$ cat src/rtl/core/gcdisp_pkg.sv
// Shared types and constants for the greedy change dispenser.
// Denomination tables, reciprocal constants for the greedy divide, and the
// command/status structs between controller and datapath. No dependencies.
package gcdisp_pkg;

	localparam int NUM_DENOMS   = 8;
	localparam int DENOM_IDX_W  = $clog2(NUM_DENOMS);
	localparam int DUE_W        = 14;
	localparam int PAID_W       = 8;
	localparam int CENTS_W      = 20;
	localparam int RET_W        = 16;
	localparam int STATUS_W     = 2;
	localparam int FACE_W       = 11;
	localparam int RECIP_W      = 21;
	localparam int HALF_W       = CENTS_W / 2;
	localparam int PART_W       = HALF_W + RECIP_W;
	localparam int QSUM_W       = PART_W + HALF_W;
	localparam int SHIFT_W      = 5;
	localparam int PROD_W       = RET_W + FACE_W;
	localparam int DEFAULT_COUNT_WIDTH = 16;

	localparam logic [RET_W-1:0] RET_MAX = '1;

	// order: penny, nickel, dime, quarter, dollar, five, ten, twenty
	localparam logic [FACE_W-1:0] FACE_CENTS [NUM_DENOMS] = '{
		11'd1, 11'd5, 11'd10, 11'd25, 11'd100, 11'd500, 11'd1000, 11'd2000
	};

	localparam logic [PAID_W-1:0] INIT_STOCK [NUM_DENOMS] = '{
		8'd50, 8'd40, 8'd50, 8'd40, 8'd10, 8'd10, 8'd10, 8'd0
	};

	// floor(n / face) == (n * RECIP) >> RSHIFT for any 20-bit n
	localparam logic [RECIP_W-1:0] RECIP [NUM_DENOMS] = '{
		21'd1048576, 21'd1677722, 21'd1677722, 21'd1342178,
		21'd1342178, 21'd1073742, 21'd1073742, 21'd1073742
	};

	localparam logic [SHIFT_W-1:0] RSHIFT [NUM_DENOMS] = '{
		5'd20, 5'd23, 5'd24, 5'd25, 5'd27, 5'd29, 5'd30, 5'd31
	};

	typedef enum logic [STATUS_W-1:0] {
		ST_EXACT     = 2'd0,
		ST_UNDERPAID = 2'd1,
		ST_SHORT     = 2'd2
	} status_t;

	typedef struct packed {
		logic [DUE_W-1:0]                     due_cents;
		logic [NUM_DENOMS-1:0][PAID_W-1:0]    paid;
	} pay_t;

	typedef struct packed {
		logic [STATUS_W-1:0]                  status;
		logic [CENTS_W-1:0]                   change_cents;
		logic [NUM_DENOMS-1:0][RET_W-1:0]     ret;
		logic [CENTS_W-1:0]                   unpaid_cents;
	} res_t;

	typedef struct packed {
		logic                   load;
		logic                   acc;
		logic                   check;
		logic                   mul;
		logic                   quo;
		logic                   sub;
		logic                   emit;
		logic [DENOM_IDX_W-1:0] idx;
	} cmd_t;

	typedef struct packed {
		logic underpaid;
	} sts_t;

endpackage

$ cat src/rtl/core/gcdisp_if.sv
// Valid/ready channel interfaces for the payment and result words.
// Depends on gcdisp_pkg for field widths.
interface gcdisp_in_if import gcdisp_pkg::*; ();
	logic               valid;
	logic               ready;
	logic [DUE_W-1:0]   due_cents;
	logic [PAID_W-1:0]  paid_penny;
	logic [PAID_W-1:0]  paid_nickel;
	logic [PAID_W-1:0]  paid_dime;
	logic [PAID_W-1:0]  paid_quarter;
	logic [PAID_W-1:0]  paid_dollar;
	logic [PAID_W-1:0]  paid_five;
	logic [PAID_W-1:0]  paid_ten;
	logic [PAID_W-1:0]  paid_twenty;

	modport source (
		output valid, due_cents, paid_penny, paid_nickel, paid_dime, paid_quarter,
			paid_dollar, paid_five, paid_ten, paid_twenty,
		input  ready
	);
	modport sink (
		input  valid, due_cents, paid_penny, paid_nickel, paid_dime, paid_quarter,
			paid_dollar, paid_five, paid_ten, paid_twenty,
		output ready
	);
endinterface

interface gcdisp_out_if import gcdisp_pkg::*; ();
	logic                valid;
	logic                ready;
	logic [STATUS_W-1:0] status;
	logic [CENTS_W-1:0]  change_cents;
	logic [RET_W-1:0]    ret_penny;
	logic [RET_W-1:0]    ret_nickel;
	logic [RET_W-1:0]    ret_dime;
	logic [RET_W-1:0]    ret_quarter;
	logic [RET_W-1:0]    ret_dollar;
	logic [RET_W-1:0]    ret_five;
	logic [RET_W-1:0]    ret_ten;
	logic [RET_W-1:0]    ret_twenty;
	logic [CENTS_W-1:0]  unpaid_cents;

	modport source (
		output valid, status, change_cents, ret_penny, ret_nickel, ret_dime, ret_quarter,
			ret_dollar, ret_five, ret_ten, ret_twenty, unpaid_cents,
		input  ready
	);
	modport sink (
		input  valid, status, change_cents, ret_penny, ret_nickel, ret_dime, ret_quarter,
			ret_dollar, ret_five, ret_ten, ret_twenty, unpaid_cents,
		output ready
	);
endinterface

$ cat src/rtl/core/greedy_change_dispenser_core.sv
// Greedy change dispenser, top level: channel wiring around gcdisp_ctrl and
// gcdisp_dp. Depends on gcdisp_pkg and the interfaces in gcdisp_if.
//
// Usage:
//   pay  - payment word: amount due in cents and counts of eight denominations.
//   res  - result word: status, change owed, pieces returned per denomination
//          and any change left unpaid for lack of stock.
//   One payment is handled at a time. The word is taken in the idle cycle,
//   then the paid total is summed one denomination per cycle, checked
//   against the amount due, and change is paid largest denomination first,
//   each denomination in steps: multiply by the reciprocal, quotient and
//   clamp to stock, subtract and update stock.
//   An underpayment skips the greedy walk and goes straight to the result.
//   The next payment is taken once the controller is back in idle; the
//   greedy walk takes most of the time of each payment.
//   The result register holds a word until res.ready takes it; a new payment
//   may be accepted and processed meanwhile and waits at the end until the
//   result register is free.
//   Reset loads the stock with 50,40,50,40,10,10,10,0 pieces, penny first,
//   and clears both channels.
module greedy_change_dispenser_core import gcdisp_pkg::*; #(
	parameter int COUNT_WIDTH = DEFAULT_COUNT_WIDTH
) (
	input  logic clk,
	input  logic arst_n,
	gcdisp_in_if.sink    pay,
	gcdisp_out_if.source res
);

	pay_t pay_word;
	res_t res_word;
	cmd_t cmd;
	sts_t sts;

	assign pay_word.due_cents = pay.due_cents;
	assign pay_word.paid[0]   = pay.paid_penny;
	assign pay_word.paid[1]   = pay.paid_nickel;
	assign pay_word.paid[2]   = pay.paid_dime;
	assign pay_word.paid[3]   = pay.paid_quarter;
	assign pay_word.paid[4]   = pay.paid_dollar;
	assign pay_word.paid[5]   = pay.paid_five;
	assign pay_word.paid[6]   = pay.paid_ten;
	assign pay_word.paid[7]   = pay.paid_twenty;

	assign res.status       = res_word.status;
	assign res.change_cents = res_word.change_cents;
	assign res.ret_penny    = res_word.ret[0];
	assign res.ret_nickel   = res_word.ret[1];
	assign res.ret_dime     = res_word.ret[2];
	assign res.ret_quarter  = res_word.ret[3];
	assign res.ret_dollar   = res_word.ret[4];
	assign res.ret_five     = res_word.ret[5];
	assign res.ret_ten      = res_word.ret[6];
	assign res.ret_twenty   = res_word.ret[7];
	assign res.unpaid_cents = res_word.unpaid_cents;

	gcdisp_ctrl u_ctrl (
		.clk       (clk),
		.arst_n    (arst_n),
		.in_valid  (pay.valid),
		.in_ready  (pay.ready),
		.out_valid (res.valid),
		.out_ready (res.ready),
		.sts       (sts),
		.cmd       (cmd)
	);

	gcdisp_dp #(
		.COUNT_WIDTH (COUNT_WIDTH)
	) u_dp (
		.clk      (clk),
		.arst_n   (arst_n),
		.pay_word (pay_word),
		.cmd      (cmd),
		.sts      (sts),
		.res_word (res_word)
	);

endmodule

$ cat src/rtl/core/gcdisp_dp.sv
// Datapath: payment total, stock counts, reciprocal divide and change registers.
// Driven by gcdisp_ctrl through cmd_t; depends on gcdisp_pkg.
module gcdisp_dp import gcdisp_pkg::*; #(
	parameter int COUNT_WIDTH = DEFAULT_COUNT_WIDTH
) (
	input  logic clk,
	input  logic arst_n,
	input  pay_t pay_word,
	input  cmd_t cmd,
	output sts_t sts,
	output res_t res_word
);

	localparam int SUM_W = COUNT_WIDTH + 1;
	localparam int CAP_W = (COUNT_WIDTH > RET_W) ? COUNT_WIDTH : RET_W;
	localparam logic [COUNT_WIDTH-1:0] COUNT_MAX = '1;

	logic [DUE_W-1:0]       due_q;
	logic [PAID_W-1:0]      paid_q [NUM_DENOMS];
	logic [CENTS_W-1:0]     total_q;
	logic [CENTS_W-1:0]     rem_q;
	logic [CENTS_W-1:0]     change_q;
	logic                   underpaid_q;
	logic [PART_W-1:0]      phi_q;
	logic [PART_W-1:0]      plo_q;
	logic [COUNT_WIDTH-1:0] eff_q;
	logic [RET_W-1:0]       cap_q;
	logic [RET_W-1:0]       take_q;
	logic [COUNT_WIDTH-1:0] stock_q [NUM_DENOMS];
	logic [RET_W-1:0]       ret_q [NUM_DENOMS];

	logic [PAID_W+FACE_W-1:0] pay_prod;
	logic [SUM_W-1:0]         dep_sum;
	logic [COUNT_WIDTH-1:0]   eff;
	logic [RET_W-1:0]         cap;
	logic [QSUM_W-1:0]        qsum;
	logic [CENTS_W-1:0]       quot;
	logic [PROD_W-1:0]        paid_out;

	assign pay_prod = (PAID_W+FACE_W)'(paid_q[cmd.idx]) * (PAID_W+FACE_W)'(FACE_CENTS[cmd.idx]);
	assign sts.underpaid = total_q < CENTS_W'(due_q);

	// deposit with saturation, then cap at what one word can report
	always_comb begin
		dep_sum = SUM_W'(stock_q[cmd.idx]) + SUM_W'(paid_q[cmd.idx]);
		eff     = dep_sum[COUNT_WIDTH] ? COUNT_MAX : dep_sum[COUNT_WIDTH-1:0];
		cap     = (CAP_W'(eff) > CAP_W'(RET_MAX)) ? RET_MAX : RET_W'(CAP_W'(eff));
	end

	assign qsum     = {phi_q, {HALF_W{1'b0}}} + QSUM_W'(plo_q);
	assign quot     = CENTS_W'(qsum >> RSHIFT[cmd.idx]);
	assign paid_out = PROD_W'(take_q) * PROD_W'(FACE_CENTS[cmd.idx]);

	always_ff @(posedge clk or negedge arst_n) begin
		if (!arst_n) begin
			for (int i = 0; i < NUM_DENOMS; i++) begin
				stock_q[i] <= COUNT_WIDTH'(INIT_STOCK[i]);
			end
		end else if (cmd.sub) begin
			stock_q[cmd.idx] <= COUNT_WIDTH'(CAP_W'(eff_q) - CAP_W'(take_q));
		end
	end

	always_ff @(posedge clk) begin
		if (cmd.load) begin
			due_q   <= pay_word.due_cents;
			total_q <= '0;
			for (int i = 0; i < NUM_DENOMS; i++) begin
				paid_q[i] <= pay_word.paid[i];
			end
		end
		if (cmd.acc) begin
			total_q <= total_q + CENTS_W'(pay_prod);
		end
		if (cmd.check) begin
			rem_q       <= total_q - CENTS_W'(due_q);
			change_q    <= total_q - CENTS_W'(due_q);
			underpaid_q <= sts.underpaid;
		end
		if (cmd.mul) begin
			phi_q <= PART_W'(rem_q[CENTS_W-1:HALF_W]) * PART_W'(RECIP[cmd.idx]);
			plo_q <= PART_W'(rem_q[HALF_W-1:0]) * PART_W'(RECIP[cmd.idx]);
			eff_q <= eff;
			cap_q <= cap;
		end
		if (cmd.quo) begin
			take_q <= (quot > CENTS_W'(cap_q)) ? cap_q : RET_W'(quot);
		end
		if (cmd.sub) begin
			// take * face never exceeds rem, so the low bits are exact
			rem_q           <= CENTS_W'(PROD_W'(rem_q) - paid_out);
			ret_q[cmd.idx]  <= take_q;
		end
		if (cmd.emit) begin
			if (underpaid_q) begin
				res_word.status       <= ST_UNDERPAID;
				res_word.change_cents <= '0;
				res_word.ret          <= '0;
				res_word.unpaid_cents <= '0;
			end else begin
				res_word.status       <= (rem_q == '0) ? ST_EXACT : ST_SHORT;
				res_word.change_cents <= change_q;
				for (int i = 0; i < NUM_DENOMS; i++) begin
					res_word.ret[i] <= ret_q[i];
				end
				res_word.unpaid_cents <= rem_q;
			end
		end
	end

endmodule

$ cat src/rtl/core/gcdisp_ctrl.sv
// Controller: sequences the total walk, the underpayment check and the
// three-phase greedy step per denomination. Depends on gcdisp_pkg.
module gcdisp_ctrl import gcdisp_pkg::*; (
	input  logic clk,
	input  logic arst_n,
	input  logic in_valid,
	output logic in_ready,
	output logic out_valid,
	input  logic out_ready,
	input  sts_t sts,
	output cmd_t cmd
);

	typedef enum logic [2:0] {
		S_IDLE,
		S_TOTAL,
		S_CHECK,
		S_MUL,
		S_QUO,
		S_SUB,
		S_EMIT
	} state_t;

	localparam logic [DENOM_IDX_W-1:0] IDX_LAST = DENOM_IDX_W'(NUM_DENOMS - 1);

	state_t                 state_q;
	logic [DENOM_IDX_W-1:0] idx_q;
	logic                   out_valid_q;
	logic                   out_free;

	assign in_ready  = (state_q == S_IDLE);
	assign out_valid = out_valid_q;
	assign out_free  = !out_valid_q || out_ready;

	always_comb begin
		cmd       = '0;
		cmd.idx   = idx_q;
		cmd.load  = (state_q == S_IDLE) && in_valid;
		cmd.acc   = (state_q == S_TOTAL);
		cmd.check = (state_q == S_CHECK);
		cmd.mul   = (state_q == S_MUL);
		cmd.quo   = (state_q == S_QUO);
		cmd.sub   = (state_q == S_SUB);
		cmd.emit  = (state_q == S_EMIT) && out_free;
	end

	always_ff @(posedge clk or negedge arst_n) begin
		if (!arst_n) begin
			state_q     <= S_IDLE;
			idx_q       <= '0;
			out_valid_q <= 1'b0;
		end else begin
			// a new word replaces one taken in the same cycle
			out_valid_q <= cmd.emit || (out_valid_q && !out_ready);
			unique case (state_q)
				S_IDLE: begin
					idx_q <= '0;
					if (in_valid) begin
						state_q <= S_TOTAL;
					end
				end
				S_TOTAL: begin
					if (idx_q == IDX_LAST) begin
						state_q <= S_CHECK;
					end else begin
						idx_q <= idx_q + 1'b1;
					end
				end
				S_CHECK: begin
					// greedy walk starts at the largest face value
					idx_q   <= IDX_LAST;
					state_q <= sts.underpaid ? S_EMIT : S_MUL;
				end
				S_MUL: state_q <= S_QUO;
				S_QUO: state_q <= S_SUB;
				S_SUB: begin
					if (idx_q == '0) begin
						state_q <= S_EMIT;
					end else begin
						idx_q   <= idx_q - 1'b1;
						state_q <= S_MUL;
					end
				end
				S_EMIT: begin
					if (out_free) begin
						state_q <= S_IDLE;
					end
				end
				default: state_q <= S_IDLE;
			endcase
		end
	end

	a_one_at_a_time: assert property (@(posedge clk) disable iff (!arst_n)
		in_valid && in_ready |=> !in_ready)
		else $error("new payment taken while one is in progress");

	a_emit_no_overwrite: assert property (@(posedge clk) disable iff (!arst_n)
		cmd.emit |-> !out_valid_q || out_ready)
		else $error("result word overwritten before it was taken");

	a_reject_skips_greedy: assert property (@(posedge clk) disable iff (!arst_n)
		state_q == S_CHECK && sts.underpaid |=> state_q == S_EMIT)
		else $error("underpayment did not go straight to the result");

	a_greedy_ends_at_penny: assert property (@(posedge clk) disable iff (!arst_n)
		state_q == S_SUB && idx_q == '0 |=> state_q == S_EMIT && $stable(idx_q))
		else $error("greedy walk did not finish after the smallest coin");

	a_total_walk_order: assert property (@(posedge clk) disable iff (!arst_n)
		$rose(state_q == S_TOTAL) |-> idx_q == '0)
		else $error("total walk did not start at the first denomination");

endmodule

$ cat src/flat_wrapper.sv
// flat-port wrapper written by rule: the top's interface ports become plain ports
module greedy_change_dispenser_core_flat import gcdisp_pkg::*;
#(
	parameter int COUNT_WIDTH = DEFAULT_COUNT_WIDTH
)
  (clk, arst_n, pay_valid, pay_due_cents, pay_paid_penny, pay_paid_nickel, pay_paid_dime, pay_paid_quarter, pay_paid_dollar, pay_paid_five, pay_paid_ten, pay_paid_twenty, pay_ready, res_valid, res_status, res_change_cents, res_ret_penny, res_ret_nickel, res_ret_dime, res_ret_quarter, res_ret_dollar, res_ret_five, res_ret_ten, res_ret_twenty, res_unpaid_cents, res_ready);
  gcdisp_in_if pay_i ();
  gcdisp_out_if res_i ();
  input  logic clk;
  input  logic arst_n;
  input wire logic [$bits(pay_i.valid)-1:0] pay_valid;
  input wire logic [$bits(pay_i.due_cents)-1:0] pay_due_cents;
  input wire logic [$bits(pay_i.paid_penny)-1:0] pay_paid_penny;
  input wire logic [$bits(pay_i.paid_nickel)-1:0] pay_paid_nickel;
  input wire logic [$bits(pay_i.paid_dime)-1:0] pay_paid_dime;
  input wire logic [$bits(pay_i.paid_quarter)-1:0] pay_paid_quarter;
  input wire logic [$bits(pay_i.paid_dollar)-1:0] pay_paid_dollar;
  input wire logic [$bits(pay_i.paid_five)-1:0] pay_paid_five;
  input wire logic [$bits(pay_i.paid_ten)-1:0] pay_paid_ten;
  input wire logic [$bits(pay_i.paid_twenty)-1:0] pay_paid_twenty;
  output wire logic [$bits(pay_i.ready)-1:0] pay_ready;
  output wire logic [$bits(res_i.valid)-1:0] res_valid;
  output wire logic [$bits(res_i.status)-1:0] res_status;
  output wire logic [$bits(res_i.change_cents)-1:0] res_change_cents;
  output wire logic [$bits(res_i.ret_penny)-1:0] res_ret_penny;
  output wire logic [$bits(res_i.ret_nickel)-1:0] res_ret_nickel;
  output wire logic [$bits(res_i.ret_dime)-1:0] res_ret_dime;
  output wire logic [$bits(res_i.ret_quarter)-1:0] res_ret_quarter;
  output wire logic [$bits(res_i.ret_dollar)-1:0] res_ret_dollar;
  output wire logic [$bits(res_i.ret_five)-1:0] res_ret_five;
  output wire logic [$bits(res_i.ret_ten)-1:0] res_ret_ten;
  output wire logic [$bits(res_i.ret_twenty)-1:0] res_ret_twenty;
  output wire logic [$bits(res_i.unpaid_cents)-1:0] res_unpaid_cents;
  input wire logic [$bits(res_i.ready)-1:0] res_ready;
  assign pay_i.valid = pay_valid;
  assign pay_i.due_cents = pay_due_cents;
  assign pay_i.paid_penny = pay_paid_penny;
  assign pay_i.paid_nickel = pay_paid_nickel;
  assign pay_i.paid_dime = pay_paid_dime;
  assign pay_i.paid_quarter = pay_paid_quarter;
  assign pay_i.paid_dollar = pay_paid_dollar;
  assign pay_i.paid_five = pay_paid_five;
  assign pay_i.paid_ten = pay_paid_ten;
  assign pay_i.paid_twenty = pay_paid_twenty;
  assign pay_ready = pay_i.ready;
  assign res_valid = res_i.valid;
  assign res_status = res_i.status;
  assign res_change_cents = res_i.change_cents;
  assign res_ret_penny = res_i.ret_penny;
  assign res_ret_nickel = res_i.ret_nickel;
  assign res_ret_dime = res_i.ret_dime;
  assign res_ret_quarter = res_i.ret_quarter;
  assign res_ret_dollar = res_i.ret_dollar;
  assign res_ret_five = res_i.ret_five;
  assign res_ret_ten = res_i.ret_ten;
  assign res_ret_twenty = res_i.ret_twenty;
  assign res_unpaid_cents = res_i.unpaid_cents;
  assign res_i.ready = res_ready;
  greedy_change_dispenser_core #(.COUNT_WIDTH(COUNT_WIDTH)) u_core (.clk(clk), .arst_n(arst_n), .pay(pay_i), .res(res_i));
endmodule
$ cat config.mk
export PLATFORM = sky130hd
export DESIGN_NAME = greedy_change_dispenser_core_flat
export DESIGN_NICKNAME = d
export VERILOG_FILES = /design/src/rtl/core/gcdisp_pkg.sv /design/src/rtl/core/gcdisp_if.sv /design/src/rtl/core/greedy_change_dispenser_core.sv /design/src/rtl/core/gcdisp_dp.sv /design/src/rtl/core/gcdisp_ctrl.sv /design/src/flat_wrapper.sv
export SDC_FILE = /design/constraint.sdc
export NUM_CORES = 2
export LEC_CHECK = 0
export ABC_AREA = 1
export BUFFER_PORTS_ARGS = -buffer_cell sky130_fd_sc_hd__buf_2
export CAP_MARGIN = 20
export CORE_MARGIN = 4
export CORE_UTILIZATION = 45
export CTS_CLUSTER_SIZE = 30
export DETAILED_ROUTE_END_ITERATION = 10
export SLEW_MARGIN = 20
export SYNTH_ARGS = -nofsm -noshare
export SYNTH_HDL_FRONTEND = slang
export SYNTH_HIERARCHICAL = 1
export SYNTH_SLANG_ARGS = --single-unit
$ cat constraint.sdc
create_clock -name clk -period 12.05 [get_ports clk]
set_input_delay 1.8075 -clock clk [delete_from_list [all_inputs] [get_ports clk]]
set_output_delay 1.8075 -clock clk [all_outputs]
set_load 0.005 [all_outputs]
### Word level (Yosys, flattened, before mapping)

Memory sizes are Yosys's and may differ from the RTL's. A register that Yosys moved wholly into a read port is not among the register bits.
Index checks and enable logic that the tools add are counted.

| storage, ports and cells | value |
|---|---|
| register bits | 362 |
| RAM bits | 192 |
| bits in read-only memories | 296 |
| input port bits | 82 |
| output and inout port bits | 172 |
| word-level logic and storage cells | 108 |
| memories kept | 5 |

Memory list:

| name | words | bits a word | rd ports | clocked after memory_dff | write ports | line | text |
|---|---|---|---|---|---|---|---|
| (name not given) | 8 | 21 | 1 | 0 | 0 | gcdisp_dp.sv:82 | `plo_q <= PART_W'(rem_q[HALF_W-1:0]) * PART_W'(RECIP[cmd.idx]);` |
| u_core.u_dp.ret_q | 8 | 16 | 8 | 8 | 1 | gcdisp_dp.sv:30 | `logic [RET_W-1:0] ret_q [NUM_DENOMS];` |
| (name not given) | 8 | 11 | 1 | 0 | 0 | gcdisp_dp.sv:52 | `assign paid_out = PROD_W'(take_q) * PROD_W'(FACE_CENTS[cmd.idx]);` |
| u_core.u_dp.paid_q | 8 | 8 | 1 | 0 | 8 | gcdisp_dp.sv:19 | `logic [PAID_W-1:0] paid_q [NUM_DENOMS];` |
| (name not given) | 8 | 5 | 1 | 0 | 0 | gcdisp_dp.sv:51 | `assign quot = CENTS_W'(qsum >> RSHIFT[cmd.idx]);` |

| operators by class | value |
|---|---|
| add/subtract/negate cells | 8 |
| multipliers | 4 |
| magnitude comparators | 5 |
| eq/ne operators | 12 |
| shift operators | 1 |
| muxes and demuxes | 32 |
| bitwise gates (word level) | 1 |
| reductions and logical operators | 16 |

Operator list:

| cell | count |
|---|---|
| bitwise mux 128 bit | 1 |
| two-way mux 16 bit | 5 |
| two-way mux 20 bit | 4 |
| multiplier 10 x 21 -> 31 bit | 2 |
| binary-select mux 16 bit (select 3 bit) | 1 |
| demux 16 bit (select 3 bit) | 1 |
| two-way mux 21 bit | 2 |
| adder 41 x 31 -> 41 bit | 1 |
| >> shifter 41 x 5 -> 20 bit | 1 |
| two-way mux 11 bit | 2 |
| two-way mux 3 bit | 7 |
| case mux 3 bit (7 select lines) | 1 |
| adder 20 x 19 -> 20 bit | 1 |
| greater-than comparator 20 x 16 -> 1 bit | 1 |
| logical NOT 20 bit | 1 |
| < comparator 20 x 14 -> 1 bit | 1 |
| multiplier 16 x 11 -> 20 bit | 1 |
| subtractor 20 x 14 -> 20 bit | 1 |
| subtractor 20 bit | 1 |
| multiplier 8 x 11 -> 19 bit | 1 |
| adder 16 x 8 -> 17 bit | 1 |
| greater-than comparator 16 bit (second input constant) | 1 |
| subtractor 16 bit | 1 |
| equality test 3 bit (second input constant) | 4 |
| 19 further kinds | 36 |

### Depth between registers and ports, before layout

| depth | value |
|---|---|
| word-level depth | 7 |
| depth in mapped cells | 39 |
| gate-level depth less buffers | 32 |

### Modules after synthesis

The synthesis kept the hierarchy.

By module, submodules not included:

| module | times used | cells each | area each (um^2) |
|---|---|---|---|
| gcdisp_dp | 1 | 5123 | 47827.1 |
| gcdisp_ctrl | 1 | 83 | 516.7 |

### Worst setup path after synthesis

OpenSTA, ideal clock, no wires.

| path | value |
|---|---|
| path kind | input port to flip-flop |
| start | input res_ready |
| end | register, netlist name u_core/u_dp/res_word[0] |
| setup time | 0.756 ns |
| arrival | 9.970 ns |
| data required time | 11.294 ns |
| path slack | 1.324 ns |
| cell stages on the path | 2 |
| cell sequence | inv_1 > a21oi_1 |

RTL lines:

| what | line | text |
|---|---|---|
| start: declaration | flat_wrapper.sv:34 | `input wire logic [$bits(res_i.ready)-1:0] res_ready;` |

### Worst setup path in the final report

| path | value |
|---|---|
| start | register u_core.u_ctrl.idx_q[1] |
| end | register u_core.u_dp.phi_q[27] (data pin) |

| on the way | value |
|---|---|
| word-level cells in the longest chain between the ends | 5 |

Ends and longest elaborated chain:

| what | line | text |
|---|---|---|
| start: declaration | gcdisp_ctrl.sv:27 | `logic [DENOM_IDX_W-1:0] idx_q;` |
| start signal: assignment | gcdisp_ctrl.sv:66 | `idx_q <= idx_q + 1'b1;` |
| start signal: assignment | gcdisp_ctrl.sv:80 | `idx_q <= idx_q - 1'b1;` |
| NOT 3 -> 4 bit (not written as such) | gcdisp_dp.sv:81 | `phi_q <= PART_W'(rem_q[CENTS_W-1:HALF_W]) * PART_W'(RECIP[cmd.idx]);` |
| memory (8 x 21 bit) | -- |  |
| two-way mux 21 bit (2 in a row) | -- |  |
| multiplier 10 x 21 -> 31 bit | gcdisp_dp.sv:81 |  |
| end signal: assignment | gcdisp_dp.sv:81 |  |
| end: declaration | gcdisp_dp.sv:24 | `logic [PART_W-1:0] phi_q;` |

Every way passes these cells. The select of a mux whose other input is x is not followed.
A chain may end at the register's enable or synchronous reset.

==> results_dict.tcl <==
set metrics [dict create \
    cts_buffers 76 \
    portBuffers 253 \
    synth_top_area_share_pct 32.2 \
    slowest_delay_ns 0.67 \
    slew_headroom_pct 28.7 \
    nets 6319 \
    path_clk_slew_ns 0.06 \
    rsz0062_at_grt "no" \
    ant_nets 0 \
    synthMuxAreaShare_pct 0 \
    postCtsHoldBufs 0 \
    cts_root_buffer "clkbuf_16" \
    synth_top_family_by_area "adder cells" \
    cp_common_cell "inv_1" \
    fillers 10019 \
    min-delay-start "u_core/u_dp/stock_q[114]" \
    r2r_slack_ns 3.46 \
    row_count 119 \
    synth_ff_type "edfxtp_1" \
    grt_max_degree 95 \
    clock_path_buffers 3 \
    synthToLayoutAreaGrowth_pct 11.4 \
    cp-start-kind "flop" \
    synthCells 5206 \
    grt_use_total_pct 24.1 \
    crit_required_ns 12.46 \
    grt_pass1_wl_um 208000 \
    tightest_slew_ns 1.07 \
    synth-seq-area-share_pct 39.3 \
    fmax_mhz 116 \
    cts_sinks 654 \
    setup-violations-final 0 \
    yosys_warnings 6 \
    wire_per_inst_um 19.5 \
    setup_tns_ns 0 \
    synthesis.nets 6062 \
    multi_input_area_um2 24700 \
    syn-cell-area_um2 48300 \
    crit_path_end_kind "flop" \
    cts_setup_buffers 0 \
    seqCellArea_um2 19000 \
    initial_core_util_pct 45.6 \
    wirelength_um 135000 \
    outcome "finished, final reports clean" \
    fin_crit_ns 8.59 \
    drive_above_1_share_pct 8.96 \
    ys_async_sr_fraction_pct 20.6 \
    synth_xor_area_share_pct 2.41 \
    min_path_type "flop to flop" \
    postSynthAreaPerCell_um2 9.29 \
    yosys.area_share.simple_pct 15.3 \
    ys_top_cells_by_area "edfxtp_1 32%, fa_1 18%, ha_1 8.7%" \
    clk_latency_ns 0.66 \
    critPathKind "flop to flop" \
    hold_viol 0 \
    drv_slew 0 \
    yosys.area.top_type "edfxtp_1" \
    die_height_um 336 \
    synth_common_cells "1096 x inv_1, 876 x nand2_1, 658 x nor2_1" \
    synth_compound_area_share_pct 6.53 \
    synth_edf_count 519 \
    synthAdderAreaFrac_pct 26.8 \
    cts_tree "yes" \
    crit_path_top_delay_cell "dfrtp_1" \
    grt_overflow 0 \
    drt_iter0_drc 2980 \
    dieArea_um2 113000 \
    antenna_found_initial 1 \
    htree_num_levels 3 \
    vias 35369 \
    period_share_pct 71.3 \
    critPathLaunch "u_core/u_ctrl/idx_q[1]" \
    yosysMostFrequentCell "inv_1" \
    drv_cap 0 \
    globalplace.congestion 0.939 \
    finClkSkew_ns 0.0413 \
    cts_resized 0 \
    drt_drc_violations_left 0 \
    synth.distinct_cells 54 \
    crit_fanout 21 \
    dr.pass1.iters 8 \
    grt_pass1_vias 35638 \
    r2r-start "u_core/u_ctrl/idx_q[1]" \
    core_um2 106000 \
    ys_ff_latch 654 \
    ios 254 \
    die_w_um 336 \
    viasPerCell 5.11 \
    dpl.hpwl_um 104000 \
    worstPathArrival_ns 9.00 \
]
==> area by class of cell <==
class                           instances  area share [%]
Antenna cell                            1         0.00465
Inverter                             1118            7.79
Timing Repair Buffer                  302            3.05
Clock inverter                         51            1.13
Multi-Input combinational cell       3311            45.9
Tap cell                             1391            3.23
Clock buffer                           87            3.61
Sequential cell                       654            35.3
==> through the flow <==
step           cells  hold slack (ns)  instance area [µm²]  utilization (%)  setup slack (ns)
2_1_floorplan   5206            0.424                48300                -              1.32
3_3_place_gp    6776            0.450                51300             48.4              3.78
3_5_place_dp    6776            0.458                51300             48.4              3.60
4_1_cts         6914            0.473                53800             50.8              3.59
5_1_grt         6914            0.492                53800             50.8              2.93
6_report        6915            0.477                53800             50.8              3.46
==> flip-flops by register name, summed over array words and instances (netlist names), 14 cells and up <==
register,cells
u_core/u_dp/res_word,170
u_core/u_dp/ret_q,128
u_core/u_dp/stock_q,128
u_core/u_dp/paid_q,64
u_core/u_dp/phi_q,30
u_core/u_dp/change_q,20
u_core/u_dp/plo_q,20
u_core/u_dp/rem_q,20
u_core/u_dp/total_q,20
u_core/u_dp/take_q,16
u_core/u_dp/due_q,14
u_core/u_dp/eff_q,14
==> worst paths after layout <==
path / endpoint / cells after the start
max: u_core/u_dp/phi_q[27] / 29
min: u_core/u_dp/stock_q[114] / 2
max reg2reg: u_core/u_dp/phi_q[27] / 29
min reg2reg: u_core/u_dp/stock_q[114] / 2
max in group asynchronous: u_core/u_ctrl/idx_q[0] / 2
min in group asynchronous: u_core/u_dp/stock_q[41] / 1
==> placed cells by master, fill, tap and decap left out, types with 28 or more instances in the layout <==
cell type / n
a21oi_1: 181
buf_2: 252
buf_4: 49
clkbuf_16: 76
clkinv_1: 28
dfrtp_1: 118
edfxtp_1: 519
fa_1: 437
ha_1: 337
inv_1: 1095
nand2_1: 876
nand3_1: 177
nand4_1: 38
nor2_1: 646
o21ai_0: 295
xnor2_1: 49
xor2_1: 82
==> worst max-delay path: cells and delay by family (launching register included) <==
family	cells	cell delay (ns)
buf+inv	10	1.50
fa+ha+maj	7	3.49
xor+xnor	1	0.09
simple gates	5	1.22
flops	1	0.67
compound gates	6	1.37
==> cell families (layout without fill, tap and decap cells) <==
logic type,Yosys count,in the layout
and+or+nand+nor,1822,1822
buffers and inverters,1241,1558
adders and majority gates,774,774
DFF,654,654
AOI/OAI and AO/OA,583,583
xor gates and xnor gates,132,132
other,0,1
==> per-layer routing <==
| layer | part of all wire, % | up-vias | global-route usage [%] |
|---|---|---|---|
| met5 | 0 | - | 0 |
| met4 | 2.2 | 0 | 5.75 |
| met3 | 7.0 | 164 | 4.04 |
| met2 | 46 | 1132 | 39.3 |
| met1 | 44 | 17196 | 33.9 |
| li1 | - | 16877 | - |
Power is not shown: default switching activity piles up to over one toggle a cycle in this logic, so the estimate is an artifact.
